File: config.mk
export PLATFORM = sky130hd
export DESIGN_NAME = led_strip_fade_pattern_top
export DESIGN_NICKNAME = d
export VERILOG_FILES = /design/src/rtl/lsfp_pkg.sv /design/src/rtl/led_strip_fade_pattern_top.sv
export VERILOG_INCLUDE_DIRS = /design/src /design/src/rtl
export SDC_FILE = /design/constraint.sdc
export NUM_CORES = 2
export LEC_CHECK = 0
export BUFFER_PORTS_ARGS = -buffer_cell sky130_fd_sc_hd__clkbuf_2
export CORE_ASPECT_RATIO = 1.75
export CORE_MARGIN = 2
export CORE_UTILIZATION = 60
export CTS_CLUSTER_SIZE = 14
export DETAILED_ROUTE_END_ITERATION = 8
export PLACE_DENSITY_LB_ADDON = 0.3
export REMOVE_ABC_BUFFERS = 1
export SYNTH_ARGS = -nofsm -noshare
export SYNTH_HDL_FRONTEND = slang
export SYNTH_SLANG_ARGS = --single-unit
File: constraint.sdc
create_clock -name clk_i -period 21 [get_ports clk_i]
set_clock_uncertainty 0.15 [all_clocks]
set_input_delay 4.2 -clock clk_i [delete_from_list [all_inputs] [get_ports clk_i]]
set_output_delay 4.2 -clock clk_i [all_outputs]
set_load 0.01 [all_outputs]
File: src/rtl/assert_macros.svh
// Assertion helpers for the RTL.
`ifndef ASSERT_MACROS_SVH
`define ASSERT_MACROS_SVH
`ifndef SYNTHESIS
// Implication checked at every clock edge outside reset.
`define ASSERT_IMPL(label, clk, rstn, ante, cons) \
  label: assert property (@(posedge clk) disable iff (!rstn) (ante) |-> (cons)) \
    else $error("assertion failed");
// Implication with the consequent checked in the next cycle.
`define ASSERT_NEXT(label, clk, rstn, ante, cons) \
  label: assert property (@(posedge clk) disable iff (!rstn) (ante) |=> (cons)) \
    else $error("assertion failed");
`else
`define ASSERT_IMPL(label, clk, rstn, ante, cons)
`define ASSERT_NEXT(label, clk, rstn, ante, cons)
`endif
`endif

File: src/rtl/lsfp_pkg.sv
package lsfp_pkg;
  localparam int unsigned CfgIdxW = 3;
  localparam logic [CfgIdxW-1:0] RegPixelCount = 3'd0;
  localparam logic [CfgIdxW-1:0] RegFadeWidth = 3'd1;
  localparam logic [CfgIdxW-1:0] RegPatternMode = 3'd2;
  localparam logic [CfgIdxW-1:0] RegCoolLevel = 3'd3;
  localparam logic [CfgIdxW-1:0] RegAmberLevel = 3'd4;
  localparam logic [CfgIdxW-1:0] RegWarmLevel = 3'd5;

  typedef enum logic [2:0] {
    ModeBasic = 3'd0, ModeRows = 3'd1, ModeEnds = 3'd2, ModeCenter = 3'd3,
    ModeLeft = 3'd4, ModeRight = 3'd5, ModeSparkle = 3'd6, ModeSpare = 3'd7
  } mode_e;

  // floor(x/255) for x < 65280: q = (x + 1 + (x >> 8)) >> 8
  function automatic logic [7:0] div255(input logic [15:0] x);
    logic [16:0] s;
    s = {1'b0, x} + 17'd1 + {9'd0, x[15:8]};
    return s[15:8];
  endfunction

  function automatic logic [7:0] mix_index(input logic [9:0] idx);
    logic [15:0] x;
    logic [31:0] m;
    x = {6'd0, idx};
    x = x ^ (x >> 7);
    x = x ^ (x << 9);
    m = x * 32'h9E37;
    return m[7:0] ^ m[15:8];
  endfunction
endpackage

File: src/rtl/led_strip_fade_pattern_top.sv
// Data path: 7 register stages between input request accept and result output
// (the last one is the output register).
// Throughput: one request per cycle; a stall on the result side freezes all stages together.
// The divide is a restoring unit, 4 quotient bits in each of stages 4 and 5.
// Reset (rst_ni low, asynchronous) clears valid bits and sets registers to
// pixel_count=1, fade_width=8, pattern_mode=basic, all levels 255.
module led_strip_fade_pattern_top #(
  parameter int unsigned MAX_PIXELS = 1024
) (
  input  logic        clk_i,
  input  logic        rst_ni,
  input  logic        s_axis_tvalid,
  output logic        s_axis_tready,
  input  logic [23:0] s_axis_tdata,  // [7:0] power, [17:8] pixel_index
  output logic        m_axis_tvalid,
  input  logic        m_axis_tready,
  output logic [39:0] m_axis_tdata,  // cool, amber, warm, index_out (10b)
  input  logic        cfg_we_i,
  input  logic [lsfp_pkg::CfgIdxW-1:0] cfg_idx_i,
  input  logic [10:0] cfg_data_i
);
  import lsfp_pkg::*;

  localparam int unsigned NW = $clog2(MAX_PIXELS + 1);
  localparam int unsigned NSTG = 7;
  // numerator magnitude bound: 255*(N+2W)+... fits 32 bits signed comfortably
  localparam int unsigned XW = 34;

  logic [10:0] pixel_count_q;
  logic [7:0]  fade_width_q, cool_q, amber_q, warm_q;
  logic [2:0]  mode_q;

  always_ff @(posedge clk_i or negedge rst_ni) begin
    if (!rst_ni) begin
      pixel_count_q <= 11'd1;
      fade_width_q <= 8'd8;
      mode_q <= ModeBasic;
      cool_q <= 8'hFF;
      amber_q <= 8'hFF;
      warm_q <= 8'hFF;
    end else if (cfg_we_i) begin
      unique case (cfg_idx_i)
        RegPixelCount:  pixel_count_q <= cfg_data_i;
        RegFadeWidth:   fade_width_q <= cfg_data_i[7:0];
        RegPatternMode: mode_q <= cfg_data_i[2:0];
        RegCoolLevel:   cool_q <= cfg_data_i[7:0];
        RegAmberLevel:  amber_q <= cfg_data_i[7:0];
        RegWarmLevel:   warm_q <= cfg_data_i[7:0];
        default: ;
      endcase
    end
  end

  // Global enable: stages advance unless the output holds a result not taken.
  logic adv;
  logic [NSTG-1:0] vld_q;
  assign adv = !m_axis_tvalid || m_axis_tready;
  assign s_axis_tready = adv;

  always_ff @(posedge clk_i or negedge rst_ni) begin
    if (!rst_ni) vld_q <= '0;
    else if (adv) vld_q <= {vld_q[NSTG-2:0], s_axis_tvalid};
  end
  assign m_axis_tvalid = vld_q[NSTG-1];

  // ---------------- stage 1: operand setup ----------------
  logic [7:0] p_in;
  logic [9:0] i_in;
  assign p_in = s_axis_tdata[7:0];
  assign i_in = s_axis_tdata[17:8];

  logic [NW-1:0] n_c;
  assign n_c = (32'(pixel_count_q) > MAX_PIXELS) ? NW'(MAX_PIXELS) : NW'(pixel_count_q);

  logic signed [XW-1:0] sn, sw, si, ap, mterm, pmul;
  logic signed [XW-1:0] s1_mul_q, s1_sub_q;
  logic [8:0] s1_den_q;
  logic [7:0] s1_p_q, s1_h_q;
  logic [9:0] s1_i_q;
  logic [2:0] s1_mode_q;
  always_comb begin
    sn = XW'(n_c);
    sw = XW'(fade_width_q);
    si = XW'(i_in);
    pmul = '0;
    mterm = '0;
    ap = '0;
    unique case (mode_q)
      ModeEnds: begin
        pmul = sn + 2 * sw;
        mterm = (si < sn - 1 - si) ? 510 * si : 510 * (sn - 1 - si);
      end
      ModeCenter: begin
        pmul = sn - 1 + 2 * sw;
        ap = 2 * si - (sn - 1);
        mterm = 255 * ((ap < 0) ? -ap : ap);
      end
      ModeLeft: begin
        pmul = sn + sw;
        mterm = 255 * si;
      end
      ModeRight: begin
        pmul = sn + sw;
        mterm = 255 * (sn - si);
      end
      default: ;
    endcase
  end

  always_ff @(posedge clk_i) begin
    if (adv) begin
      s1_mul_q <= pmul;
      s1_sub_q <= mterm;
      s1_den_q <= (mode_q == ModeEnds || mode_q == ModeCenter) ?
                  {fade_width_q, 1'b0} : {1'b0, fade_width_q};
      s1_p_q <= p_in;
      s1_i_q <= i_in;
      s1_mode_q <= mode_q;
      s1_h_q <= mix_index(i_in);
    end
  end

  // ---------------- stage 2: multiply ----------------
  logic signed [XW-1:0] num2;
  logic [15:0] th_prod;
  logic signed [XW-1:0] s2_num_q;
  logic [15:0] s2_th_q;
  logic [8:0] s2_den_q;
  logic [7:0] s2_p_q;
  logic [9:0] s2_i_q;
  logic [2:0] s2_mode_q;
  assign num2 = XW'($signed({1'b0, s1_p_q})) * s1_mul_q - s1_sub_q;
  assign th_prod = 16'(s1_h_q) * 16'(8'd255 - fade_width_q);
  always_ff @(posedge clk_i) begin
    if (adv) begin
      s2_num_q <= num2;
      s2_th_q <= th_prod;
      s2_den_q <= s1_den_q;
      s2_p_q <= s1_p_q;
      s2_i_q <= s1_i_q;
      s2_mode_q <= s1_mode_q;
    end
  end

  // ---------------- stage 3: normalize to divide request ----------------
  // Produces saturated numerator (<= 255*den+den) and a forced result flag.
  logic [17:0] s3_num_q;
  logic [8:0] s3_den_q;
  logic s3_force_q;
  logic [7:0] s3_fval_q;
  logic [9:0] s3_i_q;
  logic [17:0] cap;
  logic [17:0] nm;
  logic fz;
  logic [7:0] fv;
  logic signed [9:0] dsp;
  logic [7:0] t3;
  always_comb begin
    cap = 18'(s2_den_q) * 18'd256;
    nm = '0;
    fz = 1'b1;
    fv = 8'd0;
    t3 = div255(s2_th_q);
    dsp = $signed({2'b0, s2_p_q}) - $signed({2'b0, t3});
    unique case (s2_mode_q)
      ModeEnds, ModeCenter, ModeLeft, ModeRight: begin
        if (s2_num_q <= 0) fv = 8'd0;
        else if (s2_den_q == 9'd0) fv = 8'hFF;
        else if (s2_num_q >= $signed(XW'(cap))) fv = 8'hFF;
        else begin
          fz = 1'b0;
          nm = s2_num_q[17:0];
        end
      end
      ModeSparkle: begin
        if (dsp <= 0) fv = 8'd0;
        else if (dsp >= $signed({2'b0, s2_den_q[7:0]})) fv = 8'hFF;
        else begin
          fz = 1'b0;
          nm = 18'(dsp[7:0]) * 18'd255;
        end
      end
      ModeRows: begin
        if (!s2_i_q[0]) fv = (s2_p_q >= 8'd128) ? 8'hFF : {s2_p_q[6:0], 1'b0};
        else fv = (s2_p_q > 8'd128) ? {s2_p_q[6:0], 1'b0} : 8'd0;
      end
      default: fv = s2_p_q;
    endcase
  end
  always_ff @(posedge clk_i) begin
    if (adv) begin
      s3_num_q <= nm;
      s3_den_q <= s2_den_q;
      s3_force_q <= fz;
      s3_fval_q <= fv;
      s3_i_q <= s2_i_q;
    end
  end

  // ---------------- stage 4: restoring divide, quotient bits 7..4 ----------------
  logic [17:0] rem_hi;
  logic [3:0] q_hi;
  logic [17:0] trial_hi;
  always_comb begin
    rem_hi = s3_num_q;
    q_hi = '0;
    trial_hi = '0;
    for (int b = 3; b >= 0; b--) begin
      trial_hi = 18'(s3_den_q) << (b + 4);
      if (rem_hi >= trial_hi) begin
        rem_hi = rem_hi - trial_hi;
        q_hi[b] = 1'b1;
      end
    end
  end
  logic [17:0] s4_rem_q;
  logic [3:0] s4_qh_q;
  logic [8:0] s4_den_q;
  logic s4_force_q;
  logic [7:0] s4_fval_q;
  logic [9:0] s4_i_q;
  always_ff @(posedge clk_i) begin
    if (adv) begin
      s4_rem_q <= rem_hi;
      s4_qh_q <= q_hi;
      s4_den_q <= s3_den_q;
      s4_force_q <= s3_force_q;
      s4_fval_q <= s3_fval_q;
      s4_i_q <= s3_i_q;
    end
  end

  // ---------------- stage 5: restoring divide, quotient bits 3..0 ----------------
  logic [17:0] rem_lo;
  logic [3:0] q_lo;
  logic [17:0] trial_lo;
  always_comb begin
    rem_lo = s4_rem_q;
    q_lo = '0;
    trial_lo = '0;
    for (int b = 3; b >= 0; b--) begin
      trial_lo = 18'(s4_den_q) << b;
      if (rem_lo >= trial_lo) begin
        rem_lo = rem_lo - trial_lo;
        q_lo[b] = 1'b1;
      end
    end
  end
  logic [7:0] s5_v_q;
  logic [9:0] s5_i_q;
  always_ff @(posedge clk_i) begin
    if (adv) begin
      s5_v_q <= s4_force_q ? s4_fval_q : {s4_qh_q, q_lo};
      s5_i_q <= s4_i_q;
    end
  end

  // ---------------- stage 6: channel scale multiply ----------------
  logic [15:0] s6_c_q, s6_a_q, s6_w_q;
  logic [9:0] s6_i_q;
  always_ff @(posedge clk_i) begin
    if (adv) begin
      s6_c_q <= 16'(cool_q) * 16'(s5_v_q);
      s6_a_q <= 16'(amber_q) * 16'(s5_v_q);
      s6_w_q <= 16'(warm_q) * 16'(s5_v_q);
      s6_i_q <= s5_i_q;
    end
  end

  // ---------------- stage 7: divide by 255, output register ----------------
  logic [39:0] s7_q;
  always_ff @(posedge clk_i) begin
    if (adv) s7_q <= {6'd0, s6_i_q, div255(s6_w_q), div255(s6_a_q), div255(s6_c_q)};
  end
  assign m_axis_tdata = s7_q;

  `include "assert_macros.svh"
  `ASSERT_NEXT(a_stall_holds_valid, clk_i, rst_ni, m_axis_tvalid && !m_axis_tready, m_axis_tvalid)
  `ASSERT_IMPL(a_ready_follows_out, clk_i, rst_ni, !m_axis_tvalid, s_axis_tready)
  `ASSERT_NEXT(a_stall_holds_pipe, clk_i, rst_ni, !adv, $stable(vld_q))
endmodule

# After elaboration in Yosys (flattened, before gate mapping)
# Cells that the tools add are included.
word_totals:
  regBits: 445
  output_inout_bits: 42
  inputBits: 43
  word_cells: 169
classes:
  bitwise_logic: 3
  add_sub_neg: 26
  n_lt_le_gt_ge: 17
  n_mux: 43
  n_reduce_logical: 13
  eq_ne: 15
  n_mul: 12
ops:
  columns: ["cell", "count"]
  rows:
  - ["18-bit two-way mux", 10]
  - ["34-bit one-hot mux with 4 select lines", 1]
  - ["34-bit one-hot mux with 3 select lines", 1]
  - ["8-bit two-way mux", 10]
  - ["34-bit two-way mux", 2]
  - ["16-bit by 1-bit adder with 16-bit output, second input constant", 4]
  - ["16-bit by 8-bit adder with 16-bit output", 4]
  - ["8-bit by 8-bit multiplier with 16-bit output", 3]
  - ["8-bit by 10-bit multiplier with 18-bit output, first input constant", 2]
  - ["18-bit one-hot mux with 2 select lines", 1]
  - ["34-bit by 18-bit greater-or-equal comparator with 1-bit output", 1]
  - ["34-bit by 1-bit less-or-equal comparator with 1-bit output, second input constant", 1]
  - ["11-bit by 34-bit < comparator with 1-bit output", 1]
  - ["9-bit by 34-bit multiplier with 33-bit output, first input constant", 1]
  - ["9-bit by 34-bit multiplier with 34-bit output", 1]
  - ["9-bit by 34-bit multiplier with 34-bit output, first input constant", 1]
  - ["13-bit negation with 34-bit output", 1]
  - ["34-bit subtractor", 1]
  - ["16-bit two-way mux", 2]
  - ["8-bit one-hot mux with 3 select lines", 1]
  - ["3-bit equality test, second input constant", 7]
  - ["9-bit by 12-bit multiplier with 21-bit output, first input constant", 1]
  - ["3-bit by 2-bit equality test with 1-bit output, second input constant", 6]
  - ["18-bit by 10-bit greater-or-equal comparator with 1-bit output", 1]
  - ["other kinds (46)", 65]

# Logic depth before layout (Yosys ltp)
logic_depth:
  depth_word: 9
  depth_mapped: 48
  depth_no_buf: 43

# Least setup slack after synthesis
# Ideal clock, no wire load.
synth_path:
  path_kind: "input -> output"
  start: "in m_axis_tready"
  end: "out s_axis_tready"
  setup_slack_ns: 2.061
  arrival_ns: 14.589
  n_path_buf: 1
  required_time_ns: 16.650
  cell_stages: 2
  path_cell_list: "nand2b_1 clkbuf_1"
synth_via:
  elab_chain_len: 1
synth_lines:
  columns: ["item", "line", "source"]
  rows:
  - ["from (decl)", "led_strip_fade_pattern_top.sv:16", "input logic m_axis_tready,"]
  - ["1-bit logical OR", "led_strip_fade_pattern_top.sv:57", "assign adv = !m_axis_tvalid || m_axis_tready;"]
  - ["to (decl)", "led_strip_fade_pattern_top.sv:13", "output logic s_axis_tready,"]
# Every way passes these cells.

# Final worst setup path
layout_path:
  start: "reg s3_den_q[1]"
  end: "reg s4_rem_q[8], data pin"
layout_via:
  elab_chain_len: 8
  elab_cells_between_ends: 12
  classes_between: "add/sub (4); order compare (4); mux (4)"
layout_lines:
  columns: ["item", "line", "source"]
  rows:
  - ["from (decl)", "led_strip_fade_pattern_top.sv:148", "logic [8:0] s3_den_q;"]
  - ["from (signal assigned)", "led_strip_fade_pattern_top.sv:193", "s3_den_q <= s2_den_q;"]
  - ["18-bit by 16-bit subtractor with 18-bit output / 18-bit by 16-bit greater-or-equal comparator with 1-bit output (equally long branches)", "led_strip_fade_pattern_top.sv:211, led_strip_fade_pattern_top.sv:210", null]
  - ["18-bit two-way mux", "led_strip_fade_pattern_top.sv:210", "if (rem_hi >= trial_hi) begin"]
  - ["18-bit by 15-bit subtractor with 18-bit output / 18-bit by 15-bit greater-or-equal comparator with 1-bit output (equally long branches)", "led_strip_fade_pattern_top.sv:211, led_strip_fade_pattern_top.sv:210", null]
  - ["18-bit two-way mux", "led_strip_fade_pattern_top.sv:210", null]
  - ["18-bit by 14-bit subtractor with 18-bit output / 18-bit by 14-bit greater-or-equal comparator with 1-bit output (equally long branches)", "led_strip_fade_pattern_top.sv:211, led_strip_fade_pattern_top.sv:210", null]
  - ["18-bit two-way mux", "led_strip_fade_pattern_top.sv:210", null]
  - ["18-bit by 13-bit subtractor with 18-bit output / 18-bit by 13-bit greater-or-equal comparator with 1-bit output (equally long branches)", "led_strip_fade_pattern_top.sv:211, led_strip_fade_pattern_top.sv:210", null]
  - ["18-bit two-way mux *", "led_strip_fade_pattern_top.sv:210", null]
  - ["net rem_hi[8]", "led_strip_fade_pattern_top.sv:201", "logic [17:0] rem_hi;"]
  - ["to (signal assigned)", "led_strip_fade_pattern_top.sv:224", "s4_rem_q <= rem_hi;"]
  - ["to (decl)", "led_strip_fade_pattern_top.sv:216", "logic [17:0] s4_rem_q;"]
# The timed path passes the listed nets; every way through them passes the cells marked *.
# A chain may end at the register's enable or synchronous reset.

==> run summary <==
Largest family of logic cells by synthesized area: adder cells
Synth Area in Simple Gates: 10.51%
Post-synth top cells: 1133 x inv_1, 695 x ha_1, 655 x fa_1, 371 x edfxtp_1, 343 x nand2_1
Worst path required time: 21.19 ns
Clk sinks: 424
Post-Synth XOR/XNOR Area: 5.718%
Arr. time, crit path: 12.77 ns
Clock Tree Buf Depth: 3
Hold Vio Cnt, Final: 0
DRC Markers: 0
Worst setup EP type: flip-flop
# setup viols final: 0
Postcts setup bufs: 0
Post-synth EDFFs: 371
Finished Core Util: 64.04%
Top_reg_cell synth: edfxtp_1
Ys Warns: 0
Vias in the first global route: 41770
Status: completed
Mux cell area share after synthesis: 2.291%
Initial Util: 60.52%
CTS Buf Count: 42
Worst slew margin: 27.10%
Grt ovf: 0
Most common cell in the netlist: inv_1
Initial antenna violation count: 1
Port Buffers: 72
Max-slew violations: 0
Crit Path Max Fanout: 15
1st-pass router iterations: 5
Setup TNS: 0 ns
Worst hold slack: 0.2622 ns
First-pass GRT wire length: 204.0 mm
Hpwl dp: 103.1 mm
Hold-fix buffers at CTS: 0
Max Cap Viol: 0
Diode count: 0
CTS tree: done
Final Cycle Share: 59.87%
FFs w/ async S/R, synth: 12.50%
Root Buffer: clkbuf_16
Largest net degree at the start of global routing: 87
Crit Path Class: flip-flop to flip-flop
Routed len/inst: 18.05 microns
Mapped Avg Cell Area: 9.961 sq um
Syn Inst Count: 5505
Least-Margin Pin Slew: 1.066 ns
Area Overhead vs Synth: 5.812%
Placed cell area: 56720 sq um
Netlist cell types: 93
# IOs: 85
Clock Pin Slew Worst Setup and Hold Paths: 0.06 ns
Final min period: 12.57 ns
Slowest CP cell: nor4b_4
Clock latency at the later pin of the worst-skew pair: 0.60 ns
Post-Route WL: 123.3 mm
Die Width: 232.5 microns
Htree depth: 2
Post-Synth Adder-Cell Area: 39.77%
Routed Antenna Nets: 0
Layout cell share with drive strength beyond 1: 5.278%
Yosys top cell by area: fa_1
RSZ-0062 raised after global routing: no
Final Wtd Congestion: 0.9852
Register area share after synthesis: 22.80%
Vias/cell: 5.631
Fin nets: 7008
Synth area leaders: fa_1 24%, edfxtp_1 20%, ha_1 16%, inv_1 7.8%, xnor2_1 3.9%
Post-CTS sizing: 0
GRT Overall Usage: 27.56%
Worst hold path class: flip-flop to flip-flop
Synthesis-stage register bit count: 424
Core area: 90610 sq um
Area share of the largest cell type after synthesis: 23.91%
Compound-Gate Fraction of Synth Area: 10.39%
Vias post-DR: 38460
Synthesized area: 54830 sq um
Max frequency: 79.53 MHz
CP peak stage delay: 0.81 ns
Die ar.: 93920 sq um
Cell area after layout: 58020 sq um
Rows: 146
CP startpoint kind: flip-flop
1st-iter DRT viols: 1750
Die H: 403.9 microns
[stage by stage]
stage / setup WS, ns / std cells
finish: 8.427 / 6830
global route: 7.366 / 6830
CTS: 8.395 / 6830
detailed placement: 8.110 / 6755
global placement: 8.201 / 6755
floorplan: 3.369 / 5480
[cell usage in the layout (no fill, tap or decap), types with 112 or more instances in the layout]
cell,instances
and2_1,188
xor2_1,112
ha_1,695
edfxtp_1,371
fa_1,655
nand2_1,343
inv_1,1133
o21ai_0,189
nor2_1,214
a21oi_1,235
xnor2_1,246
[cell families (layout without fill, tap and decap cells)]
logic type,count (synthesis),after routing
flip-flops,424,424
adder cells (fa/ha/maj),1350,1350
buffers and inverters,1235,1301
multiplexers,115,115
AND/OR/NAND/NOR,1145,1145
other,2,77
XOR/XNOR,358,358
AO/OA/AOI/OAI,876,876
[routing by layer]
| layer | GRT usage [%] | share of wire (%) |
|---|---|---|
| met3 | 2.403 | 2.9 |
| met4 | 19.78 | 8.4 |
| met2 | 53.24 | 55 |
| met5 | 0 | 0 |
| met1 | 26.94 | 34 |
[state kept, by name, indices dropped and copies added (netlist names), 11 cells and up]
| register | count |
|---|---|
| s2_th_q | 16 |
| s6_a_q | 16 |
| s3_num_q | 18 |
| s2_num_q | 34 |
| s1_mul_q | 13 |
| s6_c_q | 16 |
| m_axis_tdata | 34 |
| pixel_count_q | 11 |
| s6_w_q | 16 |
| s1_sub_q | 34 |
| s4_rem_q | 18 |
[critical path: cells and delay by family (launching register included)]
family,cells,cell delay [ns]
DFF,1,0.49
and+or+nand+nor,11,3.73
muxes,3,1.16
adders and majority gates,4,1.36
AOI/OAI and AO/OA,20,4.54
buffers and inverters,3,0.83
[layout make-up]
cell class | count | area, sq um
multi-input combinational | 3921 | 37980
fill | 7392 | 32590
sequential | 424 | 12500
inverter | 1135 | 4260
tap | 1184 | 1481
clock buffer | 51 | 1099
timing repair buffer | 91 | 503.0
clock inverter | 24 | 201.4
[final timing paths]
kind	from	end	slack, ns	cells past startpoint
min	s2_i_q[7]	s3_i_q[7]	0.26	0
min in group asynchronous	rst_ni	vld_q[1]	3.59	2
max in group asynchronous	rst_ni	pixel_count_q[4]	16.64	2
max	s3_den_q[1]	s4_rem_q[8]	8.43	41
min reg2reg	s2_i_q[7]	s3_i_q[7]	0.26	0
max reg2reg	s3_den_q[1]	s4_rem_q[8]	8.43	41
Power is not shown: default switching activity piles up to over one toggle a cycle in this logic, so the estimate is an artifact.
